==> src/sv/sap_pkg.sv <==
// Shared constants, types and codes of the slab object allocator.
`default_nettype none
package sap_pkg;
	localparam int MAX_SLABS      = 16;
	localparam int MAX_SLOTS      = 512;
	localparam int SLAB_ADDR_BITS = 17;
	localparam int MIN_OBJECT     = 8;
	localparam int PAGE_BYTES     = 4096;
	localparam int BIG_OBJECT     = 1024;
	localparam int ADDR_W         = 21;
	localparam int CMD_W          = 2;
	localparam int STAT_W         = 2;
	localparam int SIZE_W         = 16;
	localparam int SLAB_W         = $clog2(MAX_SLABS);
	localparam int CNT_W          = $clog2(MAX_SLABS + 1);
	localparam int SLOT_W         = $clog2(MAX_SLOTS);
	localparam int LINK_W         = $clog2(MAX_SLOTS + 1);
	localparam int FCNT_W         = 10;
	localparam int FCNT_MAX       = (1 << FCNT_W) - 1;
	localparam int LINK_DEPTH     = MAX_SLABS * MAX_SLOTS;
	localparam int LADDR_W        = SLAB_W + SLOT_W;
	localparam int DIV_W          = SLAB_ADDR_BITS + 1;
	localparam int KEY_W          = ADDR_W - SLAB_ADDR_BITS;
	localparam int SPAN_BYTES     = 1 << SLAB_ADDR_BITS;

	localparam logic [LINK_W-1:0] END_LINK = LINK_W'(MAX_SLOTS);

	localparam logic [STAT_W-1:0] STAT_OK     = 2'd0;
	localparam logic [STAT_W-1:0] STAT_OOM    = 2'd1;
	localparam logic [STAT_W-1:0] STAT_BADPTR = 2'd2;

	typedef enum logic [CMD_W-1:0] {
		CMD_ALLOC = 2'd0,
		CMD_FREE  = 2'd1,
		CMD_CLEAR = 2'd2,
		CMD_NOP   = 2'd3
	} cmd_e;

	typedef enum logic [3:0] {
		S_IDLE,
		S_GEO,
		S_SCAN,
		S_NEW,
		S_FILL,
		S_POPRD,
		S_POPWB,
		S_FDIV,
		S_RES
	} state_t;

	typedef struct packed {
		logic [CMD_W-1:0]  command;
		logic [ADDR_W-1:0] address_in;
	} req_t;

	typedef struct packed {
		logic [ADDR_W-1:0] address_out;
		logic [STAT_W-1:0] status;
	} rsp_t;

	typedef struct packed {
		logic [CNT_W-1:0] slab_count;
		logic             geo_ok;
	} stat_t;
endpackage
`default_nettype wire

==> src/sv/sap_front.sv <==
// Front end: two-entry request queue between the input port and the engine.
`default_nettype none
module sap_front (
	input  wire logic          clk,
	input  wire logic          arst_n,
	input  wire logic          push,
	input  wire sap_pkg::req_t request,
	output logic               full,
	input  wire logic          take,
	output logic               head_valid,
	output sap_pkg::req_t      head
);
	sap_pkg::req_t mem_q [2];
	logic          wr_q;
	logic          rd_q;
	logic [1:0]    cnt_q;
	logic          do_push;
	logic          do_take;

	assign full       = (cnt_q == 2'd2);
	assign head_valid = (cnt_q != 2'd0);
	assign head       = mem_q[rd_q];
	assign do_push    = push && !full;
	assign do_take    = take && head_valid;

	always_ff @(posedge clk) begin
		if (do_push) begin
			mem_q[wr_q] <= request;
		end
	end

	always_ff @(posedge clk or negedge arst_n) begin
		if (!arst_n) begin
			wr_q  <= 1'b0;
			rd_q  <= 1'b0;
			cnt_q <= 2'd0;
		end else begin
			if (do_push) begin
				wr_q <= !wr_q;
			end
			if (do_take) begin
				rd_q <= !rd_q;
			end
			cnt_q <= cnt_q + 2'(do_push) - 2'(do_take);
		end
	end
endmodule
`default_nettype wire

==> config.mk <==
export PLATFORM = sky130hd
export DESIGN_NAME = sap_front
export DESIGN_NICKNAME = d
export VERILOG_FILES = /design/src/sv/sap_pkg.sv /design/src/sv/sap_front.sv
export SDC_FILE = /design/constraint.sdc
export NUM_CORES = 1
export LEC_CHECK = 0
export ABC_AREA = 0
export CAP_MARGIN = 20
export CORE_MARGIN = 10
export CORE_UTILIZATION = 45
export CTS_CLUSTER_SIZE = 20
export DETAILED_ROUTE_END_ITERATION = 10
export DONT_BUFFER_PORTS = 1
export HOLD_SLACK_MARGIN = 0.03
export PLACE_DENSITY_LB_ADDON = 0.05
export SKIP_CTS_REPAIR_TIMING = 1
export SLEW_MARGIN = 15
export SYNTH_ARGS = -nofsm -noshare
export SYNTH_HDL_FRONTEND = slang
export SYNTH_SLANG_ARGS = --single-unit
==> constraint.sdc <==
create_clock -name clk -period 5.55 [get_ports clk]
set_input_delay 0.555 -clock clk [delete_from_list [all_inputs] [get_ports clk]]
set_output_delay 0.555 -clock clk [all_outputs]
set_load 0.01 [all_outputs]
==> run metrics, run 1 <==
Critical Path Max Stage Delay slightly above 0.7 ns; DRT Pass-1 Iters 2; # diodes 0; initial antenna violation count 0; core area 0.004086 mm²; Cell Area, Placed roughly 0.002 mm²; largest cells by area after synthesis edfxtp_1 (71%), mux2_4 (15%), dfrtp_1 (5.1%); total number of vias ~770; Synth Warn # 0; Tmin final between 2 and 2.5 ns; die area ~0.0074 mm²; Least-Margin Pin Slew about 0.68 ns; status complete, no violations; Slew Limit Fails 0; main flop type after synthesis edfxtp_1; cell with the largest stage delay on the worst path dfrtp_1; setup TNS 0 ns; Multi-input gate area between 400 and 500 µm²; most common cell in the synthesized netlist edfxtp_1; worst hold-check path type primary input to flip-flop; Final Cell Area between 0.002 and 0.0025 mm²; Maximum Capacitance Violations 0; sequential element share of the synthesized area between 70% and 80%; largest net degree at the start of global routing 24; Setup Viol. Count Final 0; clock power share between 10% and 20%; fin crit share about two fifths; Die Span X between 80 and 90 µm; Arr. time, crit path roughly 1.7 ns; internal power 777.3 µW; gpl congestion 0.6535; largest area contributor in the netlist edfxtp_1; Final nets 127; Routed WL between 3000 and 4000 µm; worst vdd ir 0.2571 mV; Yosys reg bits 50; Antenna Nets Post-Route 0; critical path type flip-flop to primary output; normalized max-slew margin 54.65%; DR iter-0 viols between 60 and 70; post-synth top area share about 71%; RSZ-0062 raised after global routing no; Cell Rows 23; Worst Path Max Fanout 13; Peak Freq 435.6 MHz; syn avg cell area roughly 22 µm²; CTS Root Cell clkbuf_8; FF+latch area about 0.0015 mm²; Leakage Power just under 0.0008 µW; Worst-Skew Late Latency roughly 0.29 ns; Port-buffer cells 0; I/O pin count between 50 and 60; clock buffer depth 2; share of layout cells above drive strength 1 35.35%; clk slew on worst S/H paths ~0.080 ns; Setup Skew 0.003567 ns; global-route wire length before repair 4554 µm; Area Growth Syn to Fin 8.210%; grt total ovfl 0; Comb pwr share between 30% and 40%; WL/cell just over 20 µm; distinct cell type count after synthesis 15; Die Ht around 86 µm; Syn Nets roughly 120; Setup crit end kind primary output; Critical Path, Cell by Cell buf_4 -> mux2_4; Startpoint Class flip-flop; Detail Placement HPWL between 2000 and 2500 µm; DRC 0; TritonCTS Buffers 5; H-tree Lvls 2; mapped cell area 0.001951 mm²; GRT Resource Usage Total approximately 8.3%; Post-synth EDFFs 46; Final Hold Vio Count 0; NetSw approximately 320 µW; Final Worst Setup Slack approximately 3.3 ns; Via density just over 5; Starting Density a little under half; Flop pwr share between 50 and 60%; pwr dens roughly 520 mW/mm²; CTS tree done; fraction of registers with async set or reset after synthesis around 8.0%; # fillers 333; cell count after synthesis 90; vias in the first global route between 800 and 900; switching portion of total power between 20% and 30%; Place WS 3.514 ns; Post-synth top cells edfxtp_1 (46), mux2_4 (19), dfrtp_1 (4), mux2_2 (4); Clock Sinks 50; Critical Path RT about 5 ns
critical path, delay by kind of cell, from the launching register on:
kind                   cells  cell delay (ns)
flip-flops                 1             0.72
buffers and inverters      1             0.37
multiplexers               1             0.36
logic make-up after synthesis:
logic type,count (synthesis),synth area share [%]
simple gates,6,1.925
mux,23,16.93
xor+xnor,4,1.796
buf+inv,5,2.117
fa+ha+maj,2,1.283
flops,50,75.95
metal layers:
layer  share of wire [%]  wire [µm]  GRT usage, %
met4                 2.0         61         4.042
met3                  15        450         6.717
met2                  51       1549         13.49
met1                  33        999         7.253
met5                   0          0             0
worst paths after layout:
check | start | to | slack (ns) | depth (start not counted)
setup reg to reg | cnt_q[1] | mem_q[0][6] | 3.82 | 4
setup / recovery | rd_q | head[19] | 3.25 | 2
hold / removal | request[12] | mem_q[1][12] | 0.35 | 0
min in group asynchronous | arst_n | wr_q | 0.53 | 1
max in group asynchronous | arst_n | cnt_q[0] | 4.84 | 1
hold reg to reg | wr_q | wr_q | 0.52 | 1
cell type report:
cell class / count / share of cell area (%)
clock buffers: 6 / 3.438
clock inverters: 2 / 0.4149
inverters: 2 / 0.3557
multi-input cells: 35 / 20.39
flip-flops and latches: 50 / 70.18
well taps: 50 / 2.964
repair buffers: 4 / 2.253
power groups by stage:
stage	Clock [µW]	Sequential (µW)	Combinational, µW
2_1_floorplan	0	549	321
3_3_place_gp	0	574	338
5_1_grt	216	575	377
4_1_cts	201	569	351
6_report	192	564	346
3_5_place_dp	0	577	351
layout by cell type (no fill, tap or decap):
cell type | synthesis | layout
edfxtp_1 | 46 | 46
mux2_4 | 19 | 19
clkbuf_8 | 0 | 5
mux2_2 | 4 | 4
dfrtp_1 | 4 | 4
xnor2_1 | 3 | 3
inv_1 | 2 | 2
ha_1 | 2 | 2
buf_8 | 0 | 2
or2_4 | 1 | 1
and2_4 | 1 | 1
nand2b_1 | 1 | 1
nand2_1 | 1 | 1
nor2_2 | 0 | 1
and3_1 | 1 | 1
xor2_1 | 1 | 1
clkinv_2 | 0 | 1
clkbuf_1 | 0 | 1
clkinv_1 | 0 | 1
dlygate4sd3_1 | 0 | 1
buf_4 | 0 | 1
per-stage QoR:
stage	util (%)	hold WS [ns]	total power, µW	std cells
after floorplan	-	0.2594	869.1	90
after global placement	48.68	0.2596	911.9	138
after detailed placement	49.05	0.2596	927.6	139
after CTS	51.04	-0.06600	1120	147
after global routing	51.65	0.3284	1169	149
final	51.65	0.3510	1101	149
sequential cells by signal (all words and copies together), names as in the netlist:
name and cells:
cnt_q 2, mem_q 46, rd_q 1, wr_q 1
Power figures use the tool's default switching activity.
==> run 2, diff against run 1 <==
==> constraint.sdc (replaced) <==
create_clock -name clk -period 1.89 [get_ports clk]
set_input_delay 0.189 -clock clk [delete_from_list [all_inputs] [get_ports clk]]
set_output_delay 0.189 -clock clk [all_outputs]
set_load 0.01 [all_outputs]
==> run metrics, run 2 (same netlist as run 1, synthesis figures left out) <==
I/O pin count 52 (unchanged); Final Cell Area 0.002349 mm² (was 0.002111 mm²); H-tree Lvls 2 (unchanged); DRT Pass-1 Iters 2 (unchanged); Comb pwr share 34.0% (was 31.4%); CTS Root Cell clkbuf_8 (unchanged); Worst-Skew Late Latency 0.29 ns (about the same); RSZ-0062 raised after global routing no (unchanged); critical path type flip-flop to flip-flop (was flip-flop to primary output); core area 0.004086 mm² (unchanged); gpl congestion 0.6431 (was 0.6535); die area 0.007369 mm² (unchanged); Final Hold Vio Count 0 (unchanged); Critical Path Max Stage Delay 0.41 ns (was 0.72 ns); # diodes 0 (unchanged); internal reg-to-reg setup slack 0.17 ns (was 3.82 ns); Slew Limit Fails 0 (unchanged); Least-Margin Pin Slew 0.3106 ns (was 0.6796 ns); NetSw 953.7 µW (was 324.1 µW); fin crit share 91.17%; worst hold-check path type primary input to flip-flop (unchanged); Die Span X 85.84 µm (unchanged); grt total ovfl 0 (unchanged); Arr. time, crit path 1.93 ns (was 1.74 ns); vias in the first global route 861 (was 816); Place WS 0.1608 ns (was 3.514 ns); worst vdd ir 0.6630 mV (was 0.2571 mV); Final Worst Setup Slack 0.1669 ns (was 3.254 ns); # fillers 339 (was 333); switching portion of total power 28.96% (was 29.43%); WL met3 309 µm (was 450 µm); Reg with most FFs mem_q (unchanged); CTS tree done (unchanged); Startpoint Class flip-flop (unchanged); Setup crit end kind flip-flop (was primary output); clock buffer depth 2 (unchanged); Setup Viol. Count Final 0 (unchanged); Via density 5.006 (was 5.141); normalized max-slew margin 79.30% (was 54.65%); Cell Area, Placed 0.002032 mm² (was 0.002004 mm²); Critical Path RT 2.10 ns (was 4.99 ns); GRT Resource Usage Total 8.400% (was 8.315%); Leakage Power 0.0008741 µW (was 0.0007715 µW); DRC 0 (unchanged); Die Ht 85.84 µm (unchanged); Largest regs mem_q: 46 flops, cnt_q: 2 flops (unchanged); Area Growth Syn to Fin 20.40% (was 8.210%); worst hold stages 2 (was 0); clock power share 16.5% (was 17.4%); Tot Pwr 3293 µW (was 1101 µW); clk slew on worst S/H paths 0.07 ns (was 0.08 ns); Worst Path Max Fanout 3 (was 13); Port-buffer cells 0 (unchanged); Setup Skew 0.002978 ns (was 0.003567 ns); global-route wire length before repair 4567 µm (was 4554 µm); TritonCTS Buffers 5 (unchanged); Top Metal Used met4 (unchanged); initial antenna violation count 0 (unchanged); WL/cell 17.77 µm (was 20.54 µm); Crit path max-delay family simple AND/OR/NAND/NOR gates (was flip-flops); total number of vias 866 (was 766); Antenna Nets Post-Route 0 (unchanged); Routed WL 3074 µm (was 3061 µm); Metal-1 WL 1169 µm (was 999 µm); Largest register FFs 46 (unchanged); setup TNS 0 ns (unchanged); cell with the largest stage delay on the worst path dfrtp_1 (unchanged); Maximum Capacitance Violations 0 (unchanged); Tmin final about 1.7 ns; internal power 2339 µW (was 777.3 µW); Reg2Reg Depth 7 (was 4); DR iter-0 viols 25 (was 61); crit path buf inv count 1 (unchanged); met2 WL 1558 µm (was 1549 µm); Starting Density 47.73% (unchanged); Clock Sinks 50 (unchanged); Final nets 152 (was 127); Cell Rows 23 (unchanged); leading cell type in the layout, fill and taps excluded edfxtp_1 (unchanged); Levels on crit path 7 (was 2); largest net degree at the start of global routing 20 (was 24); share of layout cells above drive strength 1 29.27% (was 35.35%); Critical Path, Cell by Cell or2_4 -> and2_4 -> ha_1 -> inv_1 -> ha_1 -> xnor2_1 -> xnor2_1 (was buf_4 -> mux2_4); Flop pwr share 49.4% (was 51.2%); status complete, no violations (unchanged); Peak Freq a little under 600 MHz; Detail Placement HPWL 2300 µm (was 2249 µm); pwr dens 1402 mW/mm² (was 521.8 mW/mm²); highest-count cells in the layout ignoring fill and taps edfxtp_1 (46), dlygate4sd3_1 (24), mux2_4 (19) (was edfxtp_1 (46), mux2_4 (19), clkbuf_8 (5))
[run 2: stage by stage]
stage	utilization (%)	std cells	hold slack, ns
after floorplan	-	90	-0.1066
after global placement	49.72	142	-0.1064
after detailed placement	49.72	142	-0.1064
after CTS	51.59	149	-0.4260
after global routing	57.47	173	0.1198
final	57.47	173	0.1183
[run 2: final cells by class]
| type | instances | area [µm²] | area share (%) |
|---|---|---|---|
| inverter | 2 | 7.507 | 0.3197 |
| tap | 50 | 62.56 | 2.664 |
| clock buffer | 7 | 76.32 | 3.250 |
| timing repair buffer | 29 | 290.3 | 12.36 |
| multi-input combinational | 35 | 430.4 | 18.33 |
| sequential | 50 | 1481 | 63.08 |
[run 2: final timing paths]
check	startpoint	to
worst min register to register	wr_q	wr_q
worst min-delay path	take	rd_q
max in group asynchronous	arst_n	wr_q
worst max-delay path	cnt_q[1]	cnt_q[1]
worst max register to register	cnt_q[1]	cnt_q[1]
min in group asynchronous	arst_n	cnt_q[1]
[run 2: worst reg2reg max path, stage by stage, from the launching register on]
cell and delay (ns):
dfrtp_1 0.41, or2_4 0.28, and2_4 0.17, ha_1 0.27, inv_1 0.04, ha_1 0.18
xnor2_1 0.17, xnor2_1 0.14
[run 2: routing by layer]
metal	vias to the layer above	global-route usage [%]
li1	404	-
met1	424	8.016
met2	33	13.28
met3	5	6.433
met4	0	3.593
met5	-	0
[run 2: power by group through the flow]
stage | combinational [µW] | clock, µW | sequential [µW]
after detailed placement | 1110 | 0 | 1660
after CTS | 1120 | 565 | 1630
final | 1120 | 544 | 1630
after global placement | 1100 | 0 | 1640
after floorplan | 944 | 0 | 1610
after global routing | 1230 | 613 | 1660
==> run 3, diff against run 2 <==
==> constraint.sdc (replaced) <==
create_clock -name clk -period 1.5 [get_ports clk]
set_input_delay 0.15 -clock clk [delete_from_list [all_inputs] [get_ports clk]]
set_output_delay 0.15 -clock clk [all_outputs]
set_load 0.01 [all_outputs]
==> run metrics, run 3 (same netlist as run 1, synthesis figures left out) <==
Die Ht 85.84 µm (unchanged); normalized max-slew margin 76.92% (was 79.30%); grt total ovfl 0 (unchanged); H-tree Lvls 2 (unchanged); Metal-1 WL 1208 µm (was 1169 µm); Routed WL 3230 µm (was 3074 µm); clock buffer depth 2 (unchanged); gpl congestion 0.6115 (was 0.6431); Final Core Density 59.98% (was 57.47%); Worst Path Max Fanout 2 (was 3); # diodes 0 (unchanged); DRT Pass-1 Iters 5 (was 2); initial antenna violation count 0 (unchanged); Reg-to-Reg Start cnt_q[1] (unchanged); crit path buf inv count 1 (unchanged); Crit path max-delay family adder cells (was simple AND/OR/NAND/NOR gates); TritonCTS Buffers 5 (unchanged); Reg with most FFs mem_q (unchanged); largest net degree at the start of global routing 24 (was 20); share of layout cells above drive strength 1 39.53% (was 29.27%); Final nets 158 (was 152); WL met3 333 µm (was 309 µm); Least-Margin Pin Slew 0.3462 ns (was 0.3106 ns); clk slew on worst S/H paths 0.08 ns (was 0.07 ns); Antenna Nets Post-Route 0 (unchanged); Cell Rows 23 (unchanged); crit path launch cnt_q[1] (unchanged); worst vdd ir 1.062 mV (was 0.6630 mV); Setup Skew 0.004944 ns (was 0.002978 ns); Setup Viol. Count Final 1 (was 0); Largest register FFs 46 (unchanged); Reg2Reg Depth 7 (unchanged); vias in the first global route 854 (was 861); pwr dens 1804 mW/mm² (was 1402 mW/mm²); Setup crit end kind flip-flop (unchanged); failing checks setup timing; CTS tree done (unchanged); Peak Freq 610.3 MHz (was 580.4 MHz); die area 0.007369 mm² (unchanged); Area Growth Syn to Fin 25.66% (was 20.40%); leading cell type in the layout, fill and taps excluded edfxtp_1 (unchanged); Slew Limit Fails 0 (unchanged); DR iter-0 viols 56 (was 25); Largest regs mem_q: 46 flops, cnt_q: 2 flops (unchanged); met2 WL 1667 µm (was 1558 µm); highest-count cells in the layout ignoring fill and taps edfxtp_1 (46), dlygate4sd3_1 (24), mux2_4 (19) (unchanged); Critical Path RT 1.68 ns (was 2.10 ns); worst hold-check path type primary input to async pin (was primary input to flip-flop); fin crit share 109.2% (was 91.17%); Clock Sinks 50 (unchanged); Maximum Capacitance Violations 0 (unchanged); Final Worst Setup Slack -0.1385 ns (was 0.1669 ns); Starting Density 47.73% (unchanged); DRC 0 (unchanged); Critical Path, Cell by Cell or2_4 -> and2_4 -> ha_4 -> inv_2 -> ha_2 -> xnor2_2 -> xnor2_1 (was or2_4 -> and2_4 -> ha_1 -> inv_1 -> ha_1 -> xnor2_1 -> xnor2_1); Leakage Power 0.0009167 µW (was 0.0008741 µW); Levels on crit path 7 (unchanged); Top Metal Used met4 (unchanged); Place WS -0.1773 ns (was 0.1608 ns); RSZ-0062 raised after global routing yes (was no); Tmin final 1.639 ns (was 1.723 ns); total number of vias 888 (was 866); setup TNS -0.1385 ns (was 0 ns); Startpoint Class flip-flop (unchanged); Port-buffer cells 0 (unchanged); Critical Path Max Stage Delay 0.38 ns (was 0.41 ns); CTS Root Cell clkbuf_8 (unchanged); Worst-Skew Late Latency 0.29 ns (about the same); WL/cell 18.04 µm (was 17.77 µm); Detail Placement HPWL 2253 µm (was 2300 µm); cell with the largest stage delay on the worst path dfrtp_1 (unchanged); status finished, violations left (was complete, no violations); core area 0.004086 mm² (unchanged); global-route wire length before repair 4664 µm (was 4567 µm); GRT Resource Usage Total 8.689% (was 8.400%); critical path type flip-flop to flip-flop (unchanged); Via density 4.961 (was 5.006); Die Span X 85.84 µm (unchanged); I/O pin count 52 (unchanged); Final Hold Vio Count 0 (unchanged); Arr. time, crit path 1.82 ns (was 1.93 ns)
-- run 3: changes by cell type in the layout (fill, tap and decap cells not counted), moves of 2 or more --
cell,delta
clkbuf_1,-2
buf_4,+5
clkinv_2,+2
ha_1,-2
-- run 3: final timing paths --
kind | end | slack (ns)
setup / recovery | cnt_q[1] | -0.14
hold / removal | wr_q | 0.13
setup reg to reg | cnt_q[1] | -0.14
hold reg to reg | wr_q | 0.60
max in group asynchronous | rd_q | 1.19
min in group clk | cnt_q[1] | 0.17
-- run 3: worst reg2reg max path: cells and delay by family, from the launching register on --
kind | cells | cell delay (ns)
DFF | 1 | 0.38
buffers and inverters | 1 | 0.03
adders and majority gates | 2 | 0.44
and+or+nand+nor | 2 | 0.42
xor gates and xnor gates | 2 | 0.26
-- run 3: power by group --
| part | internal [µW] | leakage, µW | total, µW | switching, µW |
|---|---|---|---|---|
| registers | 1920 | 0.000474 | 2000 | 82.2 |
| clock network | 313 | 0.0000438 | 696 | 383 |
| logic | 889 | 0.000399 | 1730 | 840 |
-- run 3: layout make-up --
cell class                 count  area [µm²]
fill                         325        1635
sequential                    50        1481
multi-input combinational     35       473.0
timing repair buffer          35       347.8
clock buffer                   5       68.82
tap                           50       62.56
clock inverter                 2       10.01
inverter                       2       7.507
-- run 3: metal layers --
layer / GRT usage (%) / up-vias
li1: - / 415
met1: 8.281 / 432
met2: 13.22 / 39
met3: 7.190 / 2
met4: 4.042 / 0
met5: 0 / -
-- run 3: stage by stage --
step | area, µm² | hold WS, ns | power (µW) | instances
after floorplan | 1962 | -0.1456 | 3232 | 90
after global placement | 2098 | -0.1454 | 3608 | 148
after detailed placement | 2098 | -0.1454 | 3650 | 148
after CTS | 2177 | -0.4689 | 4342 | 155
after global routing | 2451 | 0.1199 | 4709 | 179
final | 2451 | 0.1328 | 4423 | 179
